==> src/design/hsv_pkg.sv <==
`default_nettype none

package hsv_pkg;

    localparam int COMP_BITS = 8;
    localparam int HUE_BITS  = 15;

    // Hue term 3840*|diff|/delta never exceeds 3840, so 12 quotient bits suffice.
    localparam int HUE_QBITS = 12;
    localparam int DIV_QBITS = (COMP_BITS > HUE_QBITS) ? COMP_BITS : HUE_QBITS;
    localparam int REM_BITS  = COMP_BITS + DIV_QBITS;
    localparam int DIV_STEPS = 4;
    localparam int DIV_STAGES = (DIV_QBITS + DIV_STEPS - 1) / DIV_STEPS;

    // 3840 = 4096 - 256
    localparam int HSECT_SHIFT_HI = 12;
    localparam int HSECT_SHIFT_LO = 8;

    localparam logic [HUE_BITS-1:0] HUE_GREEN_OFS = HUE_BITS'(7680);
    localparam logic [HUE_BITS-1:0] HUE_BLUE_OFS  = HUE_BITS'(15360);
    localparam logic [HUE_BITS-1:0] HUE_WRAP      = HUE_BITS'(23040);

    localparam int IN_DATA_BITS  = ((3 * COMP_BITS + 7) / 8) * 8;
    localparam int OUT_DATA_BITS = ((HUE_BITS + 2 * COMP_BITS + 7) / 8) * 8;

    typedef logic [COMP_BITS-1:0] t_comp;
    typedef logic [REM_BITS-1:0]  t_rem;
    typedef logic [DIV_QBITS-1:0] t_quo;
    typedef logic [HUE_BITS-1:0]  t_hue;

    typedef enum logic [1:0] {
        SECT_RED,
        SECT_GREEN,
        SECT_BLUE
    } t_sector;

    typedef struct packed {
        t_sector sector;
        logic    neg;
        logic    grey;
    } t_tag;

    typedef struct packed {
        t_rem  hnum;
        t_rem  snum;
        t_comp delta;
        t_comp bright;
        t_tag  tag;
    } t_front;

    typedef struct packed {
        t_quo  hq;
        t_quo  sq;
        t_comp bright;
        t_tag  tag;
    } t_divres;

    typedef struct packed {
        t_rem rem;
        logic q;
    } t_dstep;

    // One restoring division step against the divisor scaled by 2^sh.
    function automatic t_dstep div_step(t_rem rem, t_comp div, int sh);
        t_rem   dsh;
        t_dstep res;
        dsh = t_rem'(div) << sh;
        if (rem >= dsh) begin
            res.rem = rem - dsh;
            res.q   = 1'b1;
        end else begin
            res.rem = rem;
            res.q   = 1'b0;
        end
        return res;
    endfunction

endpackage

`default_nettype wire

==> src/design/hsv_front.sv <==
`default_nettype none

module hsv_front (
    input  wire logic            i_clk,
    input  wire logic            i_rst_n,
    input  wire logic            i_valid,
    output logic                 o_ready,
    input  wire hsv_pkg::t_comp  i_red,
    input  wire hsv_pkg::t_comp  i_green,
    input  wire hsv_pkg::t_comp  i_blue,
    output logic                 o_valid,
    input  wire logic            i_ready,
    output hsv_pkg::t_front      o_data
);
    import hsv_pkg::*;

    typedef struct packed {
        t_comp   mx;
        t_comp   mn;
        t_comp   mag;
        logic    neg;
        t_sector sector;
    } t_astage;

    t_astage n_a, r_a;
    logic    r_a_valid;
    t_front  n_b, r_b;
    logic    r_b_valid;
    logic    en_a, en_b;

    logic [COMP_BITS:0] diff;
    logic [COMP_BITS:0] diff_abs;
    t_comp              x_op, y_op;
    t_comp              delta;

    assign en_b    = !r_b_valid || i_ready;
    assign en_a    = !r_a_valid || en_b;
    assign o_ready = en_a;
    assign o_valid = r_b_valid;
    assign o_data  = r_b;

    // Stage A: pick the maximum and its sector, the minimum, and the hue difference.
    always_comb begin
        priority if (i_red >= i_green && i_red >= i_blue) begin
            n_a.sector = SECT_RED;
            n_a.mx     = i_red;
            x_op       = i_green;
            y_op       = i_blue;
        end else if (i_green >= i_blue) begin
            n_a.sector = SECT_GREEN;
            n_a.mx     = i_green;
            x_op       = i_blue;
            y_op       = i_red;
        end else begin
            n_a.sector = SECT_BLUE;
            n_a.mx     = i_blue;
            x_op       = i_red;
            y_op       = i_green;
        end

        if (i_red <= i_green && i_red <= i_blue) begin
            n_a.mn = i_red;
        end else if (i_green <= i_blue) begin
            n_a.mn = i_green;
        end else begin
            n_a.mn = i_blue;
        end

        diff     = {1'b0, x_op} - {1'b0, y_op};
        n_a.neg  = diff[COMP_BITS];
        diff_abs = n_a.neg ? (~diff + 1'b1) : diff;
        n_a.mag  = diff_abs[COMP_BITS-1:0];
    end

    // Stage B: delta and the two dividends.
    always_comb begin
        delta          = r_a.mx - r_a.mn;
        n_b.delta      = delta;
        n_b.bright     = r_a.mx;
        n_b.tag.sector = r_a.sector;
        n_b.tag.neg    = r_a.neg;
        n_b.tag.grey   = (delta == '0);
        n_b.hnum       = (t_rem'(r_a.mag) << HSECT_SHIFT_HI)
                       - (t_rem'(r_a.mag) << HSECT_SHIFT_LO);
        n_b.snum       = (t_rem'(delta) << COMP_BITS) - t_rem'(delta);
    end

    always_ff @(posedge i_clk) begin
        if (!i_rst_n) begin
            r_a_valid <= 1'b0;
            r_b_valid <= 1'b0;
        end else begin
            if (en_a) begin
                r_a_valid <= i_valid;
            end
            if (en_b) begin
                r_b_valid <= r_a_valid;
            end
        end
    end

    always_ff @(posedge i_clk) begin
        if (en_a) begin
            r_a <= n_a;
        end
        if (en_b) begin
            r_b <= n_b;
        end
    end

endmodule

`default_nettype wire

==> src/design/hsv_div.sv <==
`default_nettype none

module hsv_div (
    input  wire logic             i_clk,
    input  wire logic             i_rst_n,
    input  wire logic             i_valid,
    output logic                  o_ready,
    input  wire hsv_pkg::t_front  i_data,
    output logic                  o_valid,
    input  wire logic             i_ready,
    output hsv_pkg::t_divres      o_data
);
    import hsv_pkg::*;

    typedef struct packed {
        t_rem  hrem;
        t_rem  srem;
        t_quo  hq;
        t_quo  sq;
        t_comp hdiv;
        t_comp sdiv;
        t_tag  tag;
    } t_dstage;

    t_dstage stg_in  [DIV_STAGES];
    t_dstage stg_out [DIV_STAGES];
    t_dstage r_stg   [DIV_STAGES];
    logic    r_valid [DIV_STAGES];
    logic    stg_en  [DIV_STAGES];

    // Both lanes resolve DIV_STEPS quotient bits per stage, MSB first.
    for (genvar s = 0; s < DIV_STAGES; s++) begin : g_stage
        if (s == 0) begin : g_first
            assign stg_in[s] = '{hrem: i_data.hnum, srem: i_data.snum,
                                 hq: '0, sq: '0,
                                 hdiv: i_data.delta, sdiv: i_data.bright,
                                 tag: i_data.tag};
        end else begin : g_next
            assign stg_in[s] = r_stg[s-1];
        end

        if (s == DIV_STAGES - 1) begin : g_last_en
            assign stg_en[s] = !r_valid[s] || i_ready;
        end else begin : g_mid_en
            assign stg_en[s] = !r_valid[s] || stg_en[s+1];
        end

        always_comb begin : c_step
            t_dstage cur;
            t_dstep  hst;
            t_dstep  sst;
            int      k;
            cur = stg_in[s];
            hst = '0;
            sst = '0;
            k   = 0;
            for (int j = 0; j < DIV_STEPS; j++) begin
                k = DIV_QBITS - 1 - (s * DIV_STEPS + j);
                if (k >= 0) begin
                    hst      = div_step(cur.hrem, cur.hdiv, k);
                    sst      = div_step(cur.srem, cur.sdiv, k);
                    cur.hrem = hst.rem;
                    cur.srem = sst.rem;
                    cur.hq   = {cur.hq[DIV_QBITS-2:0], hst.q};
                    cur.sq   = {cur.sq[DIV_QBITS-2:0], sst.q};
                end
            end
            stg_out[s] = cur;
        end

        always_ff @(posedge i_clk) begin
            if (!i_rst_n) begin
                r_valid[s] <= 1'b0;
            end else if (stg_en[s]) begin
                if (s == 0) begin
                    r_valid[s] <= i_valid;
                end else begin
                    r_valid[s] <= r_valid[(s == 0) ? 0 : s - 1];
                end
            end
        end

        always_ff @(posedge i_clk) begin
            if (stg_en[s]) begin
                r_stg[s] <= stg_out[s];
            end
        end
    end

    assign o_ready       = stg_en[0];
    assign o_valid       = r_valid[DIV_STAGES-1];
    assign o_data.hq     = r_stg[DIV_STAGES-1].hq;
    assign o_data.sq     = r_stg[DIV_STAGES-1].sq;
    assign o_data.bright = r_stg[DIV_STAGES-1].sdiv;
    assign o_data.tag    = r_stg[DIV_STAGES-1].tag;

endmodule

`default_nettype wire

==> src/design/hsv_back.sv <==
`default_nettype none

module hsv_back (
    input  wire logic              i_clk,
    input  wire logic              i_rst_n,
    input  wire logic              i_valid,
    output logic                   o_ready,
    input  wire hsv_pkg::t_divres  i_data,
    output logic                   o_valid,
    input  wire logic              i_ready,
    output hsv_pkg::t_hue          o_hue,
    output hsv_pkg::t_comp         o_sat,
    output hsv_pkg::t_comp         o_bright,
    output logic                   o_grey
);
    import hsv_pkg::*;

    t_hue  q;
    t_hue  n_hue, r_hue;
    t_comp n_sat, r_sat;
    t_comp r_bright;
    logic  r_grey;
    logic  r_valid;
    logic  en;

    assign en       = !r_valid || i_ready;
    assign o_ready  = en;
    assign o_valid  = r_valid;
    assign o_hue    = r_hue;
    assign o_sat    = r_sat;
    assign o_bright = r_bright;
    assign o_grey   = r_grey;

    // Apply the sector offset and sign; wrap a negative red hue; force hue and saturation to 0 for grey.
    always_comb begin
        q     = HUE_BITS'(i_data.hq);
        n_sat = i_data.sq[COMP_BITS-1:0];
        unique case (i_data.tag.sector)
            SECT_RED: begin
                if (i_data.tag.neg && q != '0) begin
                    n_hue = HUE_WRAP - q;
                end else begin
                    n_hue = q;
                end
            end
            SECT_GREEN: n_hue = i_data.tag.neg ? HUE_GREEN_OFS - q : HUE_GREEN_OFS + q;
            SECT_BLUE:  n_hue = i_data.tag.neg ? HUE_BLUE_OFS - q : HUE_BLUE_OFS + q;
            default:    n_hue = '0;
        endcase
        if (i_data.tag.grey) begin
            n_hue = '0;
            n_sat = '0;
        end
    end

    always_ff @(posedge i_clk) begin
        if (!i_rst_n) begin
            r_valid <= 1'b0;
        end else if (en) begin
            r_valid <= i_valid;
        end
    end

    always_ff @(posedge i_clk) begin
        if (en) begin
            r_hue    <= n_hue;
            r_sat    <= n_sat;
            r_bright <= i_data.bright;
            r_grey   <= i_data.tag.grey;
        end
    end

    a_grey_clears: assert property (@(posedge i_clk) disable iff (!i_rst_n)
        r_valid && r_grey |-> r_hue == '0 && r_sat == '0)
        else $error("grey pixel with nonzero hue or saturation");

    a_hue_range: assert property (@(posedge i_clk) disable iff (!i_rst_n)
        r_valid |-> r_hue < HUE_WRAP)
        else $error("hue out of range");

    a_sat_colored: assert property (@(posedge i_clk) disable iff (!i_rst_n)
        r_valid && !r_grey |-> r_sat != '0)
        else $error("colored pixel with zero saturation");

endmodule

`default_nettype wire

==> src/design/rgb_to_hsv_converter.sv <==
`default_nettype none

// RGB to HSV pixel converter. Takes one 8-bit-per-component RGB pixel per clock and returns
// value (largest component), saturation floor(255*delta/max) and hue in 1/64-degree units
// (0..23039), with a grey flag in tuser when all components are equal (hue and saturation
// then 0). Throughput is one pixel per cycle when m_axis_tready does not stall the output; the
// result passes through six register stages: two front stages (max/min/sector, then dividends),
// three restoring-divider stages resolving four quotient bits each for hue and saturation in
// parallel, and one output register. Each stage holds its item under backpressure, so
// s_axis_tready stays high while any stage has a free slot.
module rgb_to_hsv_converter (
    input  wire logic                                i_clk,
    input  wire logic                                i_rst_n,
    input  wire logic                                s_axis_tvalid,
    output logic                                     s_axis_tready,
    // red, green, blue
    input  wire logic [hsv_pkg::IN_DATA_BITS-1:0]    s_axis_tdata,
    output logic                                     m_axis_tvalid,
    input  wire logic                                m_axis_tready,
    // hue, saturation, brightness, zero pad
    output logic [hsv_pkg::OUT_DATA_BITS-1:0]        m_axis_tdata,
    // grey_pixel
    output logic                                     m_axis_tuser
);
    import hsv_pkg::*;

    t_front  front_data;
    logic    front_valid, div_ready;
    t_divres div_data;
    logic    div_valid, back_ready;
    t_hue    hue;
    t_comp   sat, bright;

    hsv_front u_front (
        .i_clk   (i_clk),
        .i_rst_n (i_rst_n),
        .i_valid (s_axis_tvalid),
        .o_ready (s_axis_tready),
        .i_red   (s_axis_tdata[COMP_BITS-1:0]),
        .i_green (s_axis_tdata[2*COMP_BITS-1:COMP_BITS]),
        .i_blue  (s_axis_tdata[3*COMP_BITS-1:2*COMP_BITS]),
        .o_valid (front_valid),
        .i_ready (div_ready),
        .o_data  (front_data)
    );

    hsv_div u_div (
        .i_clk   (i_clk),
        .i_rst_n (i_rst_n),
        .i_valid (front_valid),
        .o_ready (div_ready),
        .i_data  (front_data),
        .o_valid (div_valid),
        .i_ready (back_ready),
        .o_data  (div_data)
    );

    hsv_back u_back (
        .i_clk    (i_clk),
        .i_rst_n  (i_rst_n),
        .i_valid  (div_valid),
        .o_ready  (back_ready),
        .i_data   (div_data),
        .o_valid  (m_axis_tvalid),
        .i_ready  (m_axis_tready),
        .o_hue    (hue),
        .o_sat    (sat),
        .o_bright (bright),
        .o_grey   (m_axis_tuser)
    );

    assign m_axis_tdata = OUT_DATA_BITS'({bright, sat, hue});

endmodule

`default_nettype wire
==> config.mk <==
export PLATFORM = sky130hd
export DESIGN_NAME = rgb_to_hsv_converter
export DESIGN_NICKNAME = d
export VERILOG_FILES = /design/src/design/hsv_pkg.sv /design/src/design/hsv_front.sv /design/src/design/hsv_div.sv /design/src/design/hsv_back.sv /design/src/design/rgb_to_hsv_converter.sv
export SDC_FILE = /design/constraint.sdc
export NUM_CORES = 1
export LEC_CHECK = 0
export BUFFER_PORTS_ARGS = -buffer_cell sky130_fd_sc_hd__buf_2
export CORE_MARGIN = 4
export CORE_UTILIZATION = 40
export DETAILED_ROUTE_END_ITERATION = 10
export SYNTH_ARGS = -nofsm -noshare
export SYNTH_HDL_FRONTEND = slang
export SYNTH_SLANG_ARGS = --single-unit
==> constraint.sdc <==
create_clock -name i_clk -period 16.9 [get_ports i_clk]
set_clock_uncertainty 0.2 [all_clocks]
set_input_delay 0.845 -clock i_clk [delete_from_list [all_inputs] [get_ports i_clk]]
set_output_delay 0.845 -clock i_clk [all_outputs]
set_load 0.05 [all_outputs]
# Word level (Yosys, flattened, before mapping)

Memories as Yosys holds them, arrays and structs flattened.
Index checks and enable logic that the tools add are counted.

Bits in registers: 122
RAM bits: 255
Bits of input ports: 28
Output and inout bits: 35
Logic and storage cells: 163
Memories: 2

$add $sub $neg: 34
$lt $le $gt $ge: 30
Equal/unequal tests: 2
Muxes and demuxes: 54
Bitwise gates (word level): 4
Reductions and logical operators: 18

Memories:

| memory        | words | bits a word | rd ports | clocked after memory_dff | write ports | RTL line      | RTL |
|---|---|---|---|---|---|---|---|
| u_div.r_stg   | 3     | 84          | 3        | 0                        | 3           | hsv_div.sv:27 | `t_dstage r_stg [DIV_STAGES];` |
| u_div.r_valid | 3     | 1           | 3        | 0                        | 3           | hsv_div.sv:28 | `logic r_valid [DIV_STAGES];` |

Operator list:

| cell             | count |
|---|---|
| $mux 21          | 24 |
| $mux 8           | 9 |
| $sub 20x16->20   | 3 |
| $mux 15          | 3 |
| $pmux 15 s3      | 1 |
| $ge 20x10->1     | 2 |
| $ge 20x11->1     | 2 |
| $ge 20x12->1     | 2 |
| $ge 20x13->1     | 2 |
| $ge 20x14->1     | 2 |
| $ge 20x15->1     | 2 |
| $ge 20x16->1     | 2 |
| $ge 20x17->1     | 2 |
| $ge 20x18->1     | 2 |
| $ge 20x19->1     | 2 |
| $ge 20x8->1      | 2 |
| $ge 20x9->1      | 2 |
| $sub 20x10->20   | 2 |
| $sub 20x11->20   | 2 |
| $sub 20x12->20   | 2 |
| $sub 20x13->20   | 2 |
| $sub 20x14->20   | 2 |
| $sub 20x15->20   | 2 |
| $sub 20x17->20   | 2 |
| 27 further kinds | 64 |

# Logic depth before layout (Yosys ltp)

Gate-level depths: netlist of the first run.

Depth in word-level cells: 9
Mapped depth: 51
Gate-level depth less buffers: 48

# Hierarchy

Synthesis of the first run repeated with hierarchy kept, for this count alone.

Cells, all modules: 2880
Area total of the unflattened synthesis: 27144.8 µm²

By module, submodules not included:

| module               | times used | cells each | area an instance (µm²) | sequential area each (µm²) |
|---|---|---|---|---|
| hsv_div              | 1          | 2261       | 20053.0                | 5485.3 |
| hsv_front            | 1          | 445        | 5183.7                 | 2292.2 |
| hsv_back             | 1          | 172        | 1896.8                 | 980.9 |
| rgb_to_hsv_converter | 1          | 2          | 11.3                   | 0.0 |

# Worst setup path before layout of the first run

OpenSTA, ideal clock, no wires.

Path type: reg-to-reg
Start: register u_front.r_b, in the netlist u_front.o_data[13]
End: memory u_div.r_stg[0][75] (netlist name) (data pin)
Setup time: 0.260 ns
Data arrival time: 9.711 ns
Required time: 16.440 ns
Slack: 6.729 ns
Cell stages (with the launch flop): 49
Buffers on the path: 3
Clock period less this slack: 10.171 ns
Cell sequence: edfxtp_1 > inv_1 > ha_1 > nor2b_1 > o21ai_0 > a21boi_0 > o21a_1 > o21ai_0 > a21boi_0 > nor2_1 > mux2_2 > ha_1 > a21o_1 > a21oi_1 > o21ai_0 > a21oi_1 > o21ai_0 > nor2_1 > [13 not listed] > and4b_1 > clkbuf_1 > clkbuf_1 > mux2_2 > ha_1 > nor2b_1 > o21ai_0 > nand2b_1 > and2_1 > o21ai_0 > nand2b_1 > and2_1 > o21ai_0 > nand2b_1 > a31oi_1 > nand4_1 > clkbuf_1 > mux2_2

RTL lines:

| what                     | RTL line         | RTL |
|---|---|---|
| start: declaration       | hsv_front.sv:27  | `t_front n_b, r_b;` |
| start signal: assignment | hsv_front.sv:107 | `r_b <= n_b;` |
| end: declaration         | hsv_div.sv:27    |  |

==> reports/metrics.yaml, run 1 <==
routing:
  drt-met1-wl_um: 27700
  wl_met2_um: 28000
  drcViolationCount: 0
  vias: 20200
  met3_length_um: 2170
  dr.pass1.iters: 7
  drt_iter0_markers: 1329
  wl_per_cell_um: 16.5
  vias_per_cell: 5.65
  ant_nets: 0
  drt-total-wl_um: 59200
  highest-signal-layer: "met4"
sta:
  rsz0062_at_grt: "no"
  fin_crit_ns: 11.93
  post-route-period-util_pct: 70.6
  finalWorstSetupSlack_ns: 4.97
  final-max-slew-violation-count: 0
  hold-worst-slack_ns: 0.216
  fmax_ghz: 0.0838
  final-setup-viol-count: 0
  worstMarginPinSlew_ns: 1.11
  relSlewSlack_pct: 25.9
  hold_viol: 0
  tns_ns: 0
status:
  status: "completed"
clock_tree:
  clk_pin_slew_ns: 0.06
  ctsHoldBuffers: 0
  h-tree-depth: 1
  post_cts_buffers: 0
  cts_tree: "yes"
  numClockSinks: 267
  clk_latency_ns: 0.56
  numCtsBuffers: 30
  clock-root-buffer: "clkbuf_16"
  cts_resized: 0
  clock_path_buffers: 3
die:
  dieArea_sq_mm: 0.0655
  initial_utilization_pct: 40.6
  rows: 90
  dieHeight_um: 256
  ios: 63
  die_x_um: 256
  core_sq_mm: 0.0606
place:
  buffer_ports.inserted: 61
  place.gp.congestion: 0.925
  pre_cts_ws_ns: 4.98
  post-dp-hpwl_um: 47700
global_routing:
  grt.total_usage_pct: 17.5
  grt_pass1_wl_um: 99000
  antenna_found_initial: 1
  overflow: 0
  first_global_vias: 20100
  grt_max_degree: 68
critical_path:
  crit_type: "reg -> reg"
  cp.required_ns: 17.01
  arrival_ns: 12.04
  path_max_fanout: 12
  cp-end-kind: "flop"
  critPathLaunchType: "flop"
  slowest_stage: "nand3_1"
  cp_slowest_stage_delay_ns: 0.50
min_path:
  min_path_type: "reg -> reg"
final_layout:
  area_growth_pct: 9.34
  antennaDiodeCount: 0
  multi_input_area_sq_mm: 0.0157
  n_fill_cell: 5769
  seq_area_sq_mm: 0.00798
  layout.nets: 3068
  drive_above_1_share_pct: 9.04
  fin_util_pct: 44.4
logic_synthesis:
  synth-compound-area-share_pct: 19.6
  synth_area_leaders: "edfxtp_1 32%, ha_1 12%, xnor2_1 4.1%"
  synth_fa_ha_area_share_pct: 14.0
  synth_top_family_by_area: "compound AO/OA/AOI/OAI gates"
  syn_area_sq_mm: 0.0246
  synth_edf_count: 263
  synth_cells: 2714
  synth_xor_area_share_pct: 6.27
  seq_area_frac_synth_pct: 32.4
  async_reset_ff_share_pct: 0
  yosysWarnings: 0
  ys_ff_latch: 267
  synth-main-ff-cell: "edfxtp_1"
  synth.distinct_cells: 101
  synth_top_area_share_pct: 32.1
  syn_avg_cell_area_sq_um: 9.06
  yosys.area.top_type: "edfxtp_1"
  synthSimpleGateAreaFrac_pct: 18.3
  muxShareOfSynthArea_pct: 5.41
flow_run:
  maxCapViolCount: 0
## cell families (layout without fill, tap and decap cells)
family	Yosys count	in the layout
AOI/OAI and AO/OA	744	744
xor gates and xnor gates	176	176
adders and majority gates	264	264
buffers and inverters	252	336
DFF	267	267
muxes	122	122
other	1	2
and+or+nand+nor	888	888
## cell usage after synthesis, drive strengths merged, types with 7 or more instances
library cell and number:
inv 202, clkbuf 38, and2 32, nor2 246, a211oi 21, o21ai 183, nand2b 51, buf 8
a22oi 9, o21bai 20, a31oi 14, o211ai 24, a21o 74, nor3b 7, a31o 7, ha 245
o31ai 34, nor2b 59, a2111oi 9, or4 11, o22ai 7, or2 18, a311oi 7, xnor2 116
a21boi 23, nor3 63, nand3 60, o31a 7, a21oi 194, a211o 10, mux2 73, or3 30
nor4 16, and3 27, nand4 45, mux2i 49, fa 19, o21a 44, xor2 60, nand2 190
edfxtp 263
## sequential cells by signal, summed over array words and instances, names as in the netlist
name	cells
u_front.o_data	48
u_back.o_valid	1
u_back.o_hue	15
u_front.n_b	11
u_div.r_stg	154
u_front.o_valid	1
u_div.r_valid	3
u_back.o_sat	8
u_back.o_grey	1
u_front.r_a_valid	1
u_front.r_a	16
u_back.o_bright	8
## metal layers
layer,vias to the layer above,GRT usage [%]
li1,10200,-
met1,9551,23.5
met2,431,30.6
met3,84,1.60
met4,0,4.48
met5,-,0
## final timing paths
path / slack, ns / cells past startpoint / startpoint / endpoint
worst min-delay path: 0.22 / 0 / u_div.r_stg[0][2]$_DFFE_PP_ / u_div.r_stg[0][86]$_DFFE_PP_
worst max register to register: 4.97 / 43 / u_div.r_stg[0][13]$_DFFE_PP_ / u_div.r_stg[0][153]$_DFFE_PP_
worst min register to register: 0.22 / 0 / u_div.r_stg[0][2]$_DFFE_PP_ / u_div.r_stg[0][86]$_DFFE_PP_
worst max-delay path: 4.97 / 43 / u_div.r_stg[0][13]$_DFFE_PP_ / u_div.r_stg[0][153]$_DFFE_PP_
## area by class of cell
| class | count | share of cell area (%) |
|---|---|---|
| Clock inverter | 24 | 1.17 |
| Multi-Input combinational cell | 2196 | 58.2 |
| Sequential cell | 267 | 29.7 |
| Inverter | 206 | 2.87 |
| Timing Repair Buffer | 75 | 1.53 |
| Tap cell | 782 | 3.64 |
| Clock buffer | 31 | 2.88 |
## per-stage QoR
stage               instances  instance area (sq um)
finish                   3581                  26900
global route             3581                  26900
detailed placement       3526                  25800
CTS                      3581                  26900
global placement         3526                  25800
floorplan                2715                  24600
## layout by cell type, fill, tap and decap left out, types with 10 or more instances in the layout
cell type / count
a211o_1: 10
a211oi_1: 20
a21boi_0: 22
a21o_1: 73
a21oi_1: 193
a31oi_1: 14
and2_1: 31
and3_1: 27
buf_2: 61
buf_4: 14
clkbuf_16: 31
edfxtp_1: 263
fa_1: 19
ha_1: 245
inv_1: 200
mux2_2: 69
mux2i_1: 48
nand2_1: 188
nand2b_1: 51
nand3_1: 58
nand4_1: 45
nor2_1: 244
nor2b_1: 59
nor3_1: 63
nor4_1: 14
o211ai_1: 23
o21a_1: 43
o21ai_0: 180
o21bai_1: 20
o31ai_1: 34
or2_2: 18
or3_1: 30
xnor2_1: 116
xor2_1: 60
## worst max-delay path, delay by kind of cell, from the launching register on
kind                       cells  cell delay [ns]
AOI/OAI and AO/OA             21             4.88
and+or+nand+nor               11             3.02
buffers and inverters          6             1.38
adders and majority gates      4             1.22
DFF                            1             0.49
muxes                          1             0.45
Power of run 1 is left out: the tool's default activity adds up to more than one toggle a clock period on the data nets, which glitch-free logic cannot reach.
==> run 2: changes to the inputs <==
- clock period: 16.9 -> 10.8 ns (I/O delays scaled with it)
==> reports/metrics.yaml, run 2 (same netlist as run 1, synthesis figures left out) <==
status:
  status: "completed"
place:
  place.gp.congestion: 0.910  # -1.6%
  buffer_ports.inserted: 61  # unchanged
  post-dp-hpwl_um: 47700  # +0.14%
die:
  rows: 90  # unchanged
  initial_utilization_pct: 40.6  # unchanged
  ios: 63  # unchanged
  dieArea_sq_mm: 0.0655  # unchanged
  core_sq_mm: 0.0606  # unchanged
  dieHeight_um: 256  # unchanged
  die_x_um: 256  # unchanged
clock_tree:
  clk_pin_slew_ns: 0.06  # about the same
  cts_tree: "yes"
  clock_path_buffers: 3  # unchanged
  numCtsBuffers: 31  # +3.3%
  clock-root-buffer: "clkbuf_16"
  numClockSinks: 267  # unchanged
  ctsHoldBuffers: 0  # unchanged
  h-tree-depth: 1  # unchanged
  clk_latency_ns: 0.59  # +0.03 ns
sta:
  fin_crit_ns: 10.08  # -1.85 ns
  relSlewSlack_pct: 23.4  # -2.5 points
  hold_viol: 0  # unchanged
  rsz0062_at_grt: "no"
  post-route-period-util_pct: 93.3  # +23 points
  worstMarginPinSlew_ns: 1.15  # +0.0371 ns
  tns_ns: 0  # unchanged
  final-setup-viol-count: 0  # unchanged
  final-max-slew-violation-count: 0  # unchanged
  fmax_ghz: 0.0992  # +18%
critical_path:
  crit_path_frequent_cell: "a21o_1"
  cp_slowest_stage_delay_ns: 0.46  # -0.04 ns
  crit_type: "reg -> reg"
  cp.required_ns: 10.92  # -6.09 ns
  slowest_stage: "or4_1"
  critPathLaunchType: "flop"
  path_max_fanout: 10  # -2
  arrival_ns: 10.20  # -1.84 ns
  cp-end-kind: "flop"
final_layout:
  area_growth_pct: 10.8
  largest_reg_flops: 154  # unchanged
  fin_util_pct: 45.0  # +0.58 points
  largest-register: "u_div.r_stg"
  layout_commonest_cell: "edfxtp_1"
  layout.nets: 3117  # +1.6%
  drive_above_1_share_pct: 11.0  # +2.0 points
  final_cell_mix: "263 x edfxtp_1, 244 x ha_1, 241 x nor2_1, 199 x inv_1, 190 x a21oi_1"
routing:
  wl_per_cell_um: 16.4  # -1.1%
  drt_iter0_markers: 1063  # -20%
  drcViolationCount: 0  # unchanged
  vias: 20500  # +1.1%
  ant_nets: 0  # unchanged
  dr.pass1.iters: 5  # -2
  drt-total-wl_um: 59400  # +0.31%
  vias_per_cell: 5.63  # -0.28%
global_routing:
  first_global_vias: 19800  # -1.5%
  grt.total_usage_pct: 17.3  # -0.22 points
  overflow: 0  # unchanged
  grt_max_degree: 68  # unchanged
  antenna_found_initial: 2  # +1
  grt_pass1_wl_um: 97700  # -1.3%
flow_run:
  maxCapViolCount: 0  # unchanged
min_path:
  min_path_type: "in -> reg"
==> run 2: cell count changes in the layout (fill, tap and decap cells not counted), moves of 4 or more <==
cell / delta
buf_4: +47
bufinv_16: -4
clkbuf_1: +5
o21ai_0: -5
o21ai_1: +5
==> run 2: stage by stage <==
stage	cells	area (sq um)	hold slack, ns	worst slack (ns)
final	3631	27300	0.0383	0.723
after CTS	3618	27100	0.0140	0.460
after global placement	3562	26100	0.201	0.647
after floorplan	2715	24600	0.200	0.629
after detailed placement	3562	26100	0.205	0.518
after global routing	3630	27200	0.0338	0.00309
==> run 2: path summary, 6_finish.rpt <==
check,slack (ns),cells after the start,end,from
worst max-delay path,0.72,40,u_div.r_stg[0][200]$_DFFE_PP_,u_div.r_stg[0][103]$_DFFE_PP_
worst min-delay path,0.04,3,u_front.r_a_valid$_SDFFE_PN0P_,s_axis_tvalid
worst max register to register,0.72,40,u_div.r_stg[0][200]$_DFFE_PP_,u_div.r_stg[0][103]$_DFFE_PP_
worst min register to register,0.22,0,u_back.o_bright[3]$_DFFE_PP_,u_div.r_stg[0][175]$_DFFE_PP_
==> run 2: worst max-delay path, delay by kind of cell (launching register included) <==
| kind | cells | cell delay, ns |
|---|---|---|
| AND/OR/NAND/NOR | 16 | 3.70 |
| multiplexers | 1 | 0.34 |
| adder cells (fa/ha/maj) | 4 | 1.16 |
| flip-flops | 1 | 0.32 |
| buffers and inverters | 3 | 0.47 |
| AO/OA/AOI/OAI | 16 | 3.64 |
==> run 2: metal layers <==
layer / track usage, % / part of all wire, % / vias up
li1: - / - / 10300
met1: 23.9 / 48 / 9657
met2: 29.2 / 46 / 435
met3: 1.85 / 3.7 / 88
met4: 4.21 / 2.3 / 0
met5: 0 / 0 / -
==> run 2: repair_timing <==
action / 4_1_cts / 5_1_grt
setup endpoints to repair: 0 / 58
resized for setup: 0 / 30
setup buffers: 0 / 12
==> run 2: area by class of cell <==
type | instances | area [sq um]
inverters | 206 | 781
flip-flops and latches | 267 | 7980
repair buffers | 123 | 774
diodes | 1 | 2.50
clock inverters | 20 | 200
well taps | 782 | 978
multi-input cells | 2196 | 15700
fillers | 5750 | 33300
clock buffers | 36 | 795
Power of run 2 is left out for the same reason.
==> run 3: changes to the inputs <==
--- a/config.mk
+++ b/config.mk
@@ -7,4 +7,5 @@
 export LEC_CHECK = 0
 export BUFFER_PORTS_ARGS = -buffer_cell sky130_fd_sc_hd__buf_2
+export CORE_ASPECT_RATIO = 0.9
 export CORE_MARGIN = 4
 export CORE_UTILIZATION = 40
==> constraint.sdc (replaced) <==
create_clock -name i_clk -period 10.8 [get_ports i_clk]
set_clock_uncertainty 0.2 [all_clocks]
set_input_delay 1.08 -clock i_clk [delete_from_list [all_inputs] [get_ports i_clk]]
set_output_delay 1.08 -clock i_clk [all_outputs]
set_load 0.05 [all_outputs]
==> reports/metrics.yaml, run 3 (same netlist as run 1, synthesis figures left out) <==
final_layout:
  largest-register: "u_div.r_stg"
  layout.nets: 3095  # -0.71%
  antennaDiodeCount: 0  # -1
  area_growth_pct: 10.4
  drive_above_1_share_pct: 10.4  # -0.55 points
  final_cell_mix: "263 x edfxtp_1, 245 x ha_1, 240 x nor2_1, 199 x inv_1, 191 x a21oi_1"
  layout_commonest_cell: "edfxtp_1"
  largest_reg_flops: 154  # unchanged
global_routing:
  overflow: 0  # unchanged
  grt_pass1_wl_um: 99200  # +1.5%
  antenna_found_initial: 1  # -1
  grt.total_usage_pct: 17.7  # +0.36 points
  first_global_vias: 19600  # -0.87%
  use_met2_pct: 28.0  # -1.2 points
  grt_busiest_layer: "met2"
  grt_use_met1_pct: 26.3  # +2.4 points
  grt_max_degree: 69  # +1.5%
  gr-usage-met3_pct: 1.95  # +0.098 points
routing:
  drt_iter0_markers: 1490  # +40%
  vias_per_cell: 5.68  # +0.73%
  ant_nets: 0  # unchanged
  wl_per_cell_um: 16.8  # +2.8%
  vias: 20500  # +0.093%
  drcViolationCount: 0  # unchanged
  dr.pass1.iters: 5  # unchanged
  drt-total-wl_um: 60700  # +2.2%
sta:
  relSlewSlack_pct: 19.3  # -4.0 points
  final-max-slew-violation-count: 0  # unchanged
  tns_ns: 0  # unchanged
  hold_viol: 0  # unchanged
  fmax_ghz: 0.0985  # -0.71%
  post-route-period-util_pct: 94.0  # +0.67 points
  final-setup-viol-count: 0  # unchanged
  fin_crit_ns: 10.15  # +0.0724 ns
  worstMarginPinSlew_ns: 1.21  # +0.0593 ns
critical_path:
  crit_path_frequent_cell: "o21ai_0"
  critPathLaunchType: "flop"
  slowest_stage: "or4_1"
  cp_slowest_stage_delay_ns: 0.60  # +0.14 ns
  arrival_ns: 10.27  # +0.07 ns
  reg2regPathDepth: 41  # +2.5%
  path_max_fanout: 10  # unchanged
  timing.rr.end: "u_div.r_stg[0][135]$_DFFE_PP_"
  crit_path_start: "u_div.r_stg[0][7]$_DFFE_PP_"
  cp-end-kind: "flop"
  ff2ff_setup_slack_ns: 0.65  # -0.07 ns
  crit_type: "reg -> reg"
  cp.required_ns: 10.92  # about the same
  reg2reg_from: "u_div.r_stg[0][7]$_DFFE_PP_"
min_path:
  min_from: "u_div.r_stg[0][85]$_DFFE_PP_"
  holdPathStages: 0  # -3
  holdPathEnd: "u_div.r_stg[0][169]$_DFFE_PP_"
  min_path_type: "reg -> reg"
place:
  post-dp-hpwl_um: 48100  # +0.75%
  place.gp.congestion: 0.912  # +0.26%
  buffer_ports.inserted: 61  # unchanged
status:
  status: "completed"
die:
  rows: 85  # -5.6%
  core_sq_mm: 0.0603  # -0.46%
  die_x_um: 269  # +5.2%
  dieHeight_um: 243  # -5.0%
  dieArea_sq_mm: 0.0655  # about the same
  initial_utilization_pct: 40.8  # +0.19 points
  ios: 63  # unchanged
clock_tree:
  clk_pin_slew_ns: 0.07  # about the same
  cts_tree: "yes"
  clock-root-buffer: "clkbuf_16"
  h-tree-depth: 1  # unchanged
  ctsHoldBuffers: 0  # unchanged
  clk_latency_ns: 0.57  # -0.02 ns
  numClockSinks: 267  # unchanged
  numCtsBuffers: 29  # -6.5%
  clock_path_buffers: 3  # unchanged
flow_run:
  maxCapViolCount: 0  # unchanged
==> run 3: cell types whose count changed in the layout (fill, tap and decap cells not counted), moves of 2 or more <==
cell	previous run	this run
bufinv_16	3	7
a211oi_2	1	3
clkinv_4	4	2
clkinv_2	5	1
clkbuf_16	31	29
buf_4	61	42
clkbuf_1	5	3
inv_8	0	2
inv_6	0	4
clkinv_1	8	6
nor2_2	2	4
==> run 3: critical path, delay by kind of cell (launching register included) <==
kind,cells,cell delay (ns)
flip-flops,1,0.41
adder cells (fa/ha/maj),4,1.42
multiplexers,2,0.68
AND/OR/NAND/NOR,19,4.19
AO/OA/AOI/OAI,13,2.57
buffers and inverters,3,0.43
==> run 3: worst max path at each step <==
stage / to / slack, ns / depth (start not counted)
finish: u_div.r_stg[0][135]$_DFFE_PP_ / 0.65 / 41
global route: u_div.r_stg[0][78]$_DFFE_PP_ / -0.04 / 47
CTS: u_div.r_stg[0][135]$_DFFE_PP_ / 0.44 / 42
detailed placement: u_div.r_stg[0][135]$_DFFE_PP_ / 0.45 / 42
global placement: u_div.r_stg[0][158]$_DFFE_PP_ / 0.70 / 45
floorplan: u_div.r_stg[0][75]$_DFFE_PP_ / 0.63 / 48
==> run 3: final cells by class <==
| cell class | instances | area (sq um) |
|---|---|---|
| fill | 5650 | 33200 |
| timing repair buffer | 103 | 621 |
| clock buffer | 32 | 737 |
| inverter | 206 | 781 |
| tap | 783 | 980 |
| sequential | 267 | 7980 |
| multi-input combinational | 2196 | 15700 |
| clock inverter | 21 | 313 |
==> run 3: stage by stage <==
step / instances / setup slack (ns) / util (%) / hold WS (ns) / cell area, sq um
2_1_floorplan: 2715 / 0.629 / - / 0.200 / 24600
3_3_place_gp: 3552 / 0.701 / 43.1 / 0.202 / 26000
3_5_place_dp: 3552 / 0.454 / 43.1 / 0.205 / 26000
4_1_cts: 3605 / 0.444 / 44.8 / 0.217 / 27000
5_1_grt: 3608 / -0.0413 / 45.0 / 0.227 / 27200
6_report: 3608 / 0.651 / 45.0 / 0.214 / 27200
==> run 3: repair_timing <==
| action | 4_1_cts | 5_1_grt |
|---|---|---|
| gates resized for setup | 0 | 30 |
| endpoints found under the setup margin | 0 | 56 |
| setup buffers | 0 | 3 |
==> run 3: per-layer routing <==
metal	part of all wire, %	wire length [um]
met1	51	30700
met2	44	26500
met3	4.1	2480
met4	1.7	1020
met5	0.021	13
Power of run 3 is left out for the same reason.
